--- src/tld_pkg.sv ---
// ----------------------------------------------------------------------------
// tld_pkg: shared types and constants for the terminal line discipline
// Item layouts, opcodes, register indexes, controller command/status structs.
// ----------------------------------------------------------------------------
`default_nettype none

package tld_pkg;

    localparam int BUF_DEPTH = 256;
    localparam int AW        = $clog2(BUF_DEPTH);
    localparam int CW        = AW + 1;
    localparam int NW        = AW + 2;
    localparam int MAX_RES   = 4;

    localparam logic [1:0] OP_RX   = 2'd0;
    localparam logic [1:0] OP_POP  = 2'd1;
    localparam logic [1:0] OP_TX   = 2'd2;
    localparam logic [1:0] OP_RSVD = 2'd3;

    localparam logic [1:0] KIND_NONE  = 2'd0;
    localparam logic [1:0] KIND_BYTE  = 2'd1;
    localparam logic [1:0] KIND_ERASE = 2'd2;

    localparam logic [2:0] REG_IMODE = 3'd0;
    localparam logic [2:0] REG_LMODE = 3'd1;
    localparam logic [2:0] REG_OMODE = 3'd2;
    localparam logic [2:0] REG_SIG   = 3'd3;
    localparam logic [2:0] REG_EDIT  = 3'd4;
    localparam logic [2:0] REG_FLOW  = 3'd5;
    localparam logic [2:0] REG_ALT   = 3'd6;

    localparam logic [7:0] CH_BS    = 8'h08;
    localparam logic [7:0] CH_TAB   = 8'h09;
    localparam logic [7:0] CH_NL    = 8'h0A;
    localparam logic [7:0] CH_CR    = 8'h0D;
    localparam logic [7:0] CH_SP    = 8'h20;
    localparam logic [7:0] CH_CARET = 8'h5E;
    localparam logic [7:0] CTL_OFS  = 8'h40;
    localparam logic [7:0] STRIP_M  = 8'h7F;

    typedef struct packed {
        logic [1:0] opcode;
        logic [7:0] data_byte;
    } t_in_item;

    typedef struct packed {
        logic [1:0] out_kind;
        logic [7:0] out_byte;
        logic [8:0] erase_cells;
        logic       read_valid;
        logic [7:0] read_byte;
        logic       read_eof;
        logic       write_blocked;
        logic [7:0] cursor_column;
        logic       last;
    } t_out_item;

    typedef enum logic [4:0] {
        S_IDLE, S_DISP, S_PUT, S_PEOF, S_PEM, S_TWB, S_EDO, S_ERUN,
        S_KRD, S_KACC, S_WRD, S_WCHK, S_NRD, S_NWR, S_FIN
    } t_state;

    typedef enum logic [2:0] {
        PS_CR, PS_NL, PS_CARET, PS_CTLX, PS_CHAR, PS_DATA
    } t_psel;

    typedef enum logic [3:0] {
        CL_STOP, CL_START, CL_DROP, CL_SIG, CL_RAW, CL_EOF,
        CL_ERASE, CL_KILL, CL_WERASE, CL_NORM
    } t_cls;

    typedef struct packed {
        logic  latch;
        logic  put;
        t_psel psel;
        logic  erase;
        logic  emit_rd;
        logic  emit_eof;
        logic  emit_wb;
        logic  finish;
        logic  eof_set;
        logic  eof_clr;
        logic  stop_set;
        logic  stop_clr;
        logic  ring_rd;
        logic  push_c;
        logic  push_ls;
        logic  ls_wr;
        logic  ls_rd;
        logic  ls_at_len;
        logic  len_dec;
        logic  len_clr;
        logic  idx_clr;
        logic  idx_inc;
        logic  cells_clr;
        logic  cells_inc;
        logic  cells_acc;
    } t_cmd;

    typedef struct packed {
        logic [1:0] op;
        t_cls       cls;
        logic       sig_lt2;
        logic [6:0] lm;
        logic       onlcr;
        logic       c_nl;
        logic       c_ctl;
        logic       data_nl;
        logic       ring_full;
        logic       ring_empty;
        logic       eof;
        logic       stopped;
        logic       len_zero;
        logic       len_full;
        logic       idx_lt_len;
        logic       ls_blank;
        logic       cells_zero;
        logic       slot_free;
    } t_stat;

endpackage

`default_nettype wire

--- src/tld_ctrl.sv ---
// ----------------------------------------------------------------------------
// tld_ctrl: sequencing state machine
// Steps each item through decode, echo byte lists, buffer walks and emission.
// ----------------------------------------------------------------------------
`default_nettype none

module tld_ctrl (
    input  wire logic          i_clk,
    input  wire logic          i_rst_n,
    input  wire logic          i_in_valid,
    output logic               o_in_stall,
    input  wire tld_pkg::t_stat i_st,
    output tld_pkg::t_cmd      o_cmd
);
    import tld_pkg::*;

    t_state     r_state, n_state;
    t_state     r_after, n_after;
    t_psel      r_q [3];
    t_psel      n_q [3];
    logic [1:0] r_qn, n_qn;
    logic       r_crdone, n_crdone;
    logic       r_phase, n_phase;

    t_psel      ep0, ep1;
    logic [1:0] epn;
    logic       hnl;
    logic       echo, echoe, echok, echoctl, echoke, canon;

    assign echo    = i_st.lm[2];
    assign echoe   = i_st.lm[3];
    assign echok   = i_st.lm[4];
    assign echoctl = i_st.lm[5];
    assign echoke  = i_st.lm[6];
    assign canon   = i_st.lm[1];

    assign o_in_stall = (r_state != S_IDLE);

    // echo byte list for the current character
    always_comb begin
        ep0 = PS_CHAR;
        ep1 = PS_CTLX;
        epn = 2'd0;
        if (echo) begin
            if (i_st.c_nl) begin
                ep0 = PS_NL;
                epn = 2'd1;
            end else if (i_st.c_ctl && echoctl) begin
                ep0 = PS_CARET;
                epn = 2'd2;
            end else begin
                epn = 2'd1;
            end
        end
    end

    assign hnl = (r_q[0] == PS_NL) || ((r_q[0] == PS_CHAR) && i_st.c_nl)
              || ((r_q[0] == PS_DATA) && i_st.data_nl);

    always_ff @(posedge i_clk) begin
        if (!i_rst_n) begin
            r_state  <= S_IDLE;
            r_after  <= S_FIN;
            r_qn     <= 2'd0;
            r_crdone <= 1'b0;
            r_phase  <= 1'b0;
        end else begin
            r_state  <= n_state;
            r_after  <= n_after;
            r_qn     <= n_qn;
            r_crdone <= n_crdone;
            r_phase  <= n_phase;
        end
    end

    always_ff @(posedge i_clk) begin
        r_q <= n_q;
    end

    // next state
    always_comb begin
        n_state  = r_state;
        n_after  = r_after;
        n_q      = r_q;
        n_qn     = r_qn;
        n_crdone = r_crdone;
        n_phase  = r_phase;
        case (r_state)
            S_IDLE: begin
                n_crdone = 1'b0;
                n_phase  = 1'b0;
                if (i_in_valid) begin
                    n_state = S_DISP;
                end
            end
            S_DISP: begin
                n_state = S_FIN;
                n_after = S_FIN;
                case (i_st.op)
                    OP_RX: begin
                        case (i_st.cls)
                            CL_SIG: begin
                                n_state = S_PUT;
                                n_q[0]  = ep0;
                                n_q[1]  = ep1;
                                n_q[2]  = PS_NL;
                                if (epn == 2'd0) begin
                                    n_q[0] = PS_NL;
                                end else if (epn == 2'd1) begin
                                    n_q[1] = PS_NL;
                                end
                                n_qn = epn + 2'd1;
                            end
                            CL_RAW: begin
                                if (!i_st.ring_full && echo) begin
                                    n_state = S_PUT;
                                    n_q[0]  = PS_CHAR;
                                    n_qn    = 2'd1;
                                end
                            end
                            CL_ERASE: begin
                                if (!i_st.len_zero) begin
                                    n_state = S_EDO;
                                end
                            end
                            CL_KILL: begin
                                if (echoke) begin
                                    n_state = S_KRD;
                                end else if (echok) begin
                                    n_state = S_PUT;
                                    n_q[0]  = PS_NL;
                                    n_qn    = 2'd1;
                                end
                            end
                            CL_WERASE: begin
                                n_state = S_WRD;
                            end
                            CL_NORM: begin
                                n_after = i_st.c_nl ? S_NRD : S_FIN;
                                n_state = i_st.c_nl ? S_NRD : S_FIN;
                                if (!i_st.len_full && (epn != 2'd0)) begin
                                    n_state = S_PUT;
                                    n_q[0]  = ep0;
                                    n_q[1]  = ep1;
                                    n_qn    = epn;
                                end
                            end
                            default: n_state = S_FIN;
                        endcase
                    end
                    OP_POP: begin
                        if (canon && i_st.ring_empty && i_st.eof) begin
                            n_state = S_PEOF;
                        end else if (!i_st.ring_empty) begin
                            n_state = S_PEM;
                        end
                    end
                    OP_TX: begin
                        if (i_st.stopped) begin
                            n_state = S_TWB;
                        end else begin
                            n_state = S_PUT;
                            n_q[0]  = PS_DATA;
                            n_qn    = 2'd1;
                        end
                    end
                    default: n_state = S_FIN;
                endcase
            end
            S_PUT: begin
                if (i_st.slot_free) begin
                    if (i_st.onlcr && hnl && !r_crdone) begin
                        n_crdone = 1'b1;
                    end else begin
                        n_crdone = 1'b0;
                        n_q[0]   = r_q[1];
                        n_q[1]   = r_q[2];
                        n_qn     = r_qn - 2'd1;
                        if (r_qn == 2'd1) begin
                            n_state = r_after;
                        end
                    end
                end
            end
            S_PEOF, S_PEM, S_TWB: begin
                if (i_st.slot_free) begin
                    n_state = S_FIN;
                end
            end
            S_EDO: n_state = echoe ? S_ERUN : S_FIN;
            S_ERUN: begin
                if (i_st.cells_zero || i_st.slot_free) begin
                    n_state = S_FIN;
                end
            end
            S_KRD: n_state = i_st.idx_lt_len ? S_KACC : S_ERUN;
            S_KACC: n_state = S_KRD;
            S_WRD: begin
                if (i_st.len_zero) begin
                    n_state = echoe ? S_ERUN : S_FIN;
                end else begin
                    n_state = S_WCHK;
                end
            end
            S_WCHK: begin
                if (!r_phase && i_st.ls_blank) begin
                    n_state = S_WRD;
                end else if (!i_st.ls_blank) begin
                    n_phase = 1'b1;
                    n_state = S_WRD;
                end else begin
                    n_state = echoe ? S_ERUN : S_FIN;
                end
            end
            S_NRD: n_state = i_st.idx_lt_len ? S_NWR : S_FIN;
            S_NWR: n_state = S_NRD;
            S_FIN: begin
                if (i_st.slot_free) begin
                    n_state = S_IDLE;
                end
            end
            default: n_state = S_IDLE;
        endcase
    end

    // commands
    always_comb begin
        o_cmd      = '0;
        o_cmd.psel = PS_CHAR;
        case (r_state)
            S_IDLE: o_cmd.latch = i_in_valid;
            S_DISP: begin
                case (i_st.op)
                    OP_RX: begin
                        case (i_st.cls)
                            CL_STOP:  o_cmd.stop_set = 1'b1;
                            CL_START: o_cmd.stop_clr = 1'b1;
                            CL_SIG:   o_cmd.len_clr  = i_st.sig_lt2;
                            CL_RAW:   o_cmd.push_c   = !i_st.ring_full;
                            CL_EOF:   o_cmd.eof_set  = 1'b1;
                            CL_ERASE: begin
                                o_cmd.cells_clr = 1'b1;
                                if (!i_st.len_zero) begin
                                    o_cmd.ls_rd     = 1'b1;
                                    o_cmd.ls_at_len = 1'b1;
                                    o_cmd.len_dec   = 1'b1;
                                end
                            end
                            CL_KILL: begin
                                o_cmd.cells_clr = 1'b1;
                                o_cmd.idx_clr   = 1'b1;
                                o_cmd.len_clr   = !echoke;
                            end
                            CL_WERASE: o_cmd.cells_clr = 1'b1;
                            CL_NORM: begin
                                o_cmd.idx_clr = 1'b1;
                                o_cmd.ls_wr   = !i_st.len_full;
                            end
                            default: o_cmd.cells_clr = 1'b0;
                        endcase
                    end
                    OP_POP: begin
                        if (!(canon && i_st.ring_empty && i_st.eof)) begin
                            o_cmd.ring_rd = !i_st.ring_empty;
                        end
                    end
                    default: o_cmd.ring_rd = 1'b0;
                endcase
            end
            S_PUT: begin
                if (i_st.slot_free) begin
                    o_cmd.put  = 1'b1;
                    o_cmd.psel = (i_st.onlcr && hnl && !r_crdone) ? PS_CR : r_q[0];
                end
            end
            S_PEOF: begin
                o_cmd.emit_eof = i_st.slot_free;
                o_cmd.eof_clr  = i_st.slot_free;
            end
            S_PEM:  o_cmd.emit_rd = i_st.slot_free;
            S_TWB:  o_cmd.emit_wb = i_st.slot_free;
            S_EDO:  o_cmd.cells_acc = 1'b1;
            S_ERUN: o_cmd.erase = i_st.slot_free && !i_st.cells_zero;
            S_KRD: begin
                o_cmd.ls_rd   = i_st.idx_lt_len;
                o_cmd.len_clr = !i_st.idx_lt_len;
            end
            S_KACC: begin
                o_cmd.cells_acc = 1'b1;
                o_cmd.idx_inc   = 1'b1;
            end
            S_WRD: begin
                o_cmd.ls_rd     = !i_st.len_zero;
                o_cmd.ls_at_len = 1'b1;
            end
            S_WCHK: begin
                if ((!r_phase && i_st.ls_blank) || !i_st.ls_blank) begin
                    o_cmd.len_dec   = 1'b1;
                    o_cmd.cells_inc = 1'b1;
                end
            end
            S_NRD: begin
                o_cmd.ls_rd   = i_st.idx_lt_len;
                o_cmd.len_clr = !i_st.idx_lt_len;
            end
            S_NWR: begin
                o_cmd.push_ls = !i_st.ring_full;
                o_cmd.idx_inc = 1'b1;
            end
            S_FIN:  o_cmd.finish = i_st.slot_free;
            default: o_cmd.finish = 1'b0;
        endcase
    end

endmodule

`default_nettype wire

--- config.mk ---
export PLATFORM = sky130hd
export DESIGN_NAME = tld_ctrl
export DESIGN_NICKNAME = d
export VERILOG_FILES = /design/src/tld_pkg.sv /design/src/tld_ctrl.sv
export SDC_FILE = /design/constraint.sdc
export NUM_CORES = 1
export LEC_CHECK = 0
export BUFFER_PORTS_ARGS = -buffer_cell sky130_fd_sc_hd__buf_4
export CAP_MARGIN = 15
export CORE_MARGIN = 2
export CORE_UTILIZATION = 45
export DETAILED_ROUTE_END_ITERATION = 6
export MAX_ROUTING_LAYER = met4
export PLACE_DENSITY = 0.77
export SLEW_MARGIN = 20
export SYNTH_ARGS = -nofsm -noshare
export SYNTH_HDL_FRONTEND = slang
export SYNTH_SLANG_ARGS = --single-unit
export TNS_END_PERCENT = 5
--- constraint.sdc ---
create_clock -name i_clk -period 3.07 [get_ports i_clk]
set_input_delay 0.614 -clock i_clk [delete_from_list [all_inputs] [get_ports i_clk]]
set_output_delay 0.614 -clock i_clk [all_outputs]
set_load 0.01 [all_outputs]
Word-level counts from Yosys, hierarchy flattened
Index checks and enable logic that the tools add are counted.
Word-level totals
  RAM bits: 0
  latch bits: 0
  ROM bits: 0
  memories: 0
  logic and storage cells: 206
  register bits: 20
  output and inout port bits: 28
Operators by class
  muxes and demuxes: 104
  div/mod/pow operators: 0
  bitwise logic cells: 0
  reduce and logical (&&, ||, !) cells: 45
  $lt $le $gt $ge: 0
  $mul: 0
  eq/ne operators: 48
  shift-type cells: 0
  $add $sub $neg: 2
Operators with widths (number)
  case mux 5 bit (13 select lines): 1
  2-to-1 mux 4 bit: 15
  2-to-1 mux 3 bit: 12
  equality test 5 x 4 -> 1 bit (second input constant): 7
  2-to-1 mux 5 bit: 7
  2-to-1 mux 2 bit: 17
  2-to-1 mux 1 bit: 31
  2-to-1 mux 6 bit: 5
  case mux 4 bit (6 select lines): 1
  equality test 5 x 3 -> 1 bit (second input constant): 4
  != test 2 bit (second input constant): 9
  equality test 4 x 3 -> 1 bit (second input constant): 4
  != test 4 bit (second input constant): 4
  case mux 5 bit (3 select lines): 1
  case mux 1 bit (2 select lines): 6
  case mux 3 bit (2 select lines): 2
  case mux 3 bit (4 select lines): 1
  case mux 6 bit (2 select lines): 1
  logical AND 1 bit: 11
  equality test 5 x 2 -> 1 bit (second input constant): 2
  zero test 1 bit: 10
  AND reduction 10 bit: 1
  equality test 4 bit (second input constant): 2
  case mux 2 bit (2 select lines): 2
  27 further kinds: 43

Depth between registers and ports, before layout
  depth in word-level cells: 10
  mapped depth: 9
  mapped depth without buffers: 9

Worst setup path before layout
Ideal clock, no wire load.
  path type: register to output
  from: register r_state[3]
  to: output o_cmd[6] in the netlist's numbering
  path slack: 0.599 ns
  data arrival time: 1.857 ns
  stages on the path, launching flop included: 6
  data required time: 2.456 ns
  path buffers: 1
  cell sequence: dfxtp_1 -> buf_6 -> or4b_4 -> or3_4 -> or4_1 -> o21ai_0
RTL lines
  start, declared: RTL line tld_ctrl.sv:17  | t_state r_state, n_state;
  start signal, assigned: RTL line tld_ctrl.sv:68  | r_state <= n_state;
  end, declared: RTL line tld_ctrl.sv:13  | output tld_pkg::t_cmd o_cmd

==> results.toml <==
[outcome]
run_status = "finished clean"

[timing]
max_slew_margin_pct = 55.6
finalSetupTns_ns = 0
setup_viol_count_final = 0
finalHoldViolations = 0
clock-skew-final_ns = 0.00105
worst-slew-pin-transition_ns = 0.661
setup_repair_after_global_routing_missed_its_margin = "false"
fmax_mhz = 351
drv_slew = 0
timing.final.crit_period_ns = 2.85
period_utilization_pct = 92.9

[clock_tree]
cts_repair_resize_count = 0
tritoncts = "yes"
cts_setup_buffers = 0
clk_path_buf_depth = 2
ctsHtreeMaxLevel = 1
worstSkewPairLatency_ns = 0.24
worst_setup_hold_path_clk_slew_ns = 0.05
ctsRootBufferMaster = "sky130_fd_sc_hd__clkbuf_8"
cts.hold.buffers_added = 0
numCtsBuffers = 3
clock_sinks = 13

[synthesis]
synthTopCellsByArea = "sky130_fd_sc_hd__dfxtp_1 11%, sky130_fd_sc_hd__nand2_1 7.5%, sky130_fd_sc_hd__edfxtp_1 7.2%, sky130_fd_sc_hd__a21oi_1 5.4%, sky130_fd_sc_hd__nor2_1 5.2%"
synth_warnings = 0
yosysTopAreaCell = "sky130_fd_sc_hd__dfxtp_1"
ys_seq_area_share_pct = 18.1
synth_most_common_cell = "sky130_fd_sc_hd__nand2_1"
syn_area_per_cell_sq_um = 6.74
ys_top_cells_by_count = "33 x sky130_fd_sc_hd__nand2_1, 23 x sky130_fd_sc_hd__nor2_1, 18 x sky130_fd_sc_hd__a21oi_1"
mappedNetlistArea_sq_mm = 0.00166
ffs_w_async_s_r_synth_pct = 0
post_synth_edffs = 4
synth-main-ff-cell = "sky130_fd_sc_hd__dfxtp_1"
syn_inst = 246
post-synth-top-area-fraction_pct = 10.9
syn_nets = 280
ys_types = 56
yosys_register_bits = 13

[critical_path]
worstPathRequired_ns = 2.46
arrival_ns = 2.24
critPathCaptureType = "output port"
critPathMaxFanout = 5
worstSetupPathType = "reg -> out"
timing.critical_path.from_type = "register"
reg2reg_depth = 4

[grt]
grt_util_met1_pct = 29.9
grt_util_met3_pct = 4.17
met2_usage_pct = 43.7
global_route.peak_usage_layer = "met2"
via_count_of_the_first_global_routing_pass = 1828
grt_max_degree = 25
globalRoute.totalOverflow = 0
antenna_found_initial = 0
grt_pass1_wl_um = 8080
globalRouteTotalUtil_pct = 24.6

[floorplanning]
io-pin-count = 59
fp-row-count = 22
floorplan.initialDensity_pct = 46.0
die_y_um = 64.7
fp.dieArea_sq_mm = 0.00419
die_wd_um = 64.7
placeableCoreArea_sq_mm = 0.00361

[route]
drtAntennaViolNets = 0
wl_per_cell_um = 14.1
wl_um = 4850
detail_route.drc_violations = 0
routed_via_density = 5.90
detailedRoute.firstPassIterationCount = 5
detailedRoute.firstIterationViolations = 197
via_count = 2029

[finish]
final_layout_net_count = 331
syn2layout_area_growth_pct = 30.1
num_antenna_cells = 0
post_route_non_filler_standard_cell_count = 344
num-fill-cells = 392
layout-drive-gt1-share_pct = 24.7

[placed_design]
gpl.final_weighted_congestion = 0.865
dpl.cell_count = 340
portBuffers = 57
dp.final_hpwl_um = 3760

[power]
ir_drop_mv = 0.264
power_per_cell_area_mw_per_mm2 = 567
leak_pwr_nw = 0.881

[flow_run]
cap_viol_max_count = 0

[hold_path]
hold_path_depth = 2
worst_hold_path_type = "reg -> reg"
-- through the flow --
stage	hold slack, ns	setup slack [ns]	util [%]	cell area [sq um]	power (mW)
finish	0.500	0.218	59.9	2160	1.22
global route	0.515	0.100	59.9	2160	1.34
CTS	0.500	0.240	59.9	2160	1.22
detailed placement	0.488	0.377	58.6	2110	1.07
global placement	0.476	0.399	58.6	2110	1.06
floorplan	0.453	0.599	-	1660	0.832
-- final cells by class --
| cell class | count | area (sq um) | share of cell area (%) |
|---|---|---|---|
| clock buffers | 4 | 45.0 | 2.09 |
| flip-flops and latches | 13 | 300 | 13.9 |
| well taps | 48 | 60.1 | 2.78 |
| inverters | 11 | 41.3 | 1.91 |
| repair buffers | 62 | 465 | 21.6 |
| multi-input cells | 206 | 1250 | 57.7 |
-- layout by cell type, fill, tap and decap left out, types with 3 or more instances in the layout --
| cell | n |
|---|---|
| sky130_fd_sc_hd__o21ai_0 | 16 |
| sky130_fd_sc_hd__clkbuf_8 | 3 |
| sky130_fd_sc_hd__and3_1 | 5 |
| sky130_fd_sc_hd__nor2b_1 | 5 |
| sky130_fd_sc_hd__o211ai_1 | 5 |
| sky130_fd_sc_hd__buf_4 | 62 |
| sky130_fd_sc_hd__o31ai_1 | 3 |
| sky130_fd_sc_hd__a21o_1 | 3 |
| sky130_fd_sc_hd__a21oi_1 | 18 |
| sky130_fd_sc_hd__dfxtp_1 | 9 |
| sky130_fd_sc_hd__edfxtp_1 | 4 |
| sky130_fd_sc_hd__inv_1 | 11 |
| sky130_fd_sc_hd__and3b_1 | 3 |
| sky130_fd_sc_hd__nor3_1 | 12 |
| sky130_fd_sc_hd__nand3_1 | 4 |
| sky130_fd_sc_hd__nor2_1 | 23 |
| sky130_fd_sc_hd__or3b_2 | 3 |
| sky130_fd_sc_hd__a211oi_1 | 4 |
| sky130_fd_sc_hd__ha_1 | 3 |
| sky130_fd_sc_hd__nand2_1 | 33 |
| sky130_fd_sc_hd__a31oi_1 | 7 |
| sky130_fd_sc_hd__nor3b_1 | 3 |
| sky130_fd_sc_hd__nand2b_1 | 11 |
| sky130_fd_sc_hd__o22ai_1 | 5 |
-- power breakdown --
part	total (mW)	internal (mW)	switching, mW
Sequential	0.246	0.225	0.0206
Clock	0.151	0.0916	0.0593
Combinational	0.828	0.350	0.478
-- cells by family after synthesis --
kind of cell,count (synthesis),share of synthesized area (%)
compound gates,84,34.3
fa+ha+maj,3,2.26
buf+inv,27,6.79
flops,13,18.1
mux,1,0.603
simple gates,118,37.9
-- sequential cells by signal (all words and copies together) (netlist names) --
register,cells
r_q,4
r_state,4
r_qn,2
r_after,1
r_crdone,1
r_phase,1
-- layer usage --
layer	wire [um]	vias up	share of wire, %
li1	-	1027	-
met1	2150	938	44
met2	2400	60	50
met3	272	4	5.6
met4	23	0	0.47
met5	0	-	0
-- final timing paths --
check | to | from | slack [ns]
min reg2reg | r_after[1] | r_after[1] | 0.50
min | r_after[1] | r_after[1] | 0.50
max | o_cmd[6] | r_state[2] | 0.22
max reg2reg | r_q[4] | r_state[2] | 0.79
-- critical path: stages (launching register included) --
cell and delay, ns:
sky130_fd_sc_hd__dfxtp_1 0.30, sky130_fd_sc_hd__or4b_4 0.58, sky130_fd_sc_hd__or3_4 0.36, sky130_fd_sc_hd__or4_1 0.49, sky130_fd_sc_hd__o21ai_0 0.12, sky130_fd_sc_hd__buf_4 0.14
No activity file was read; power rests on OpenSTA's default activity.
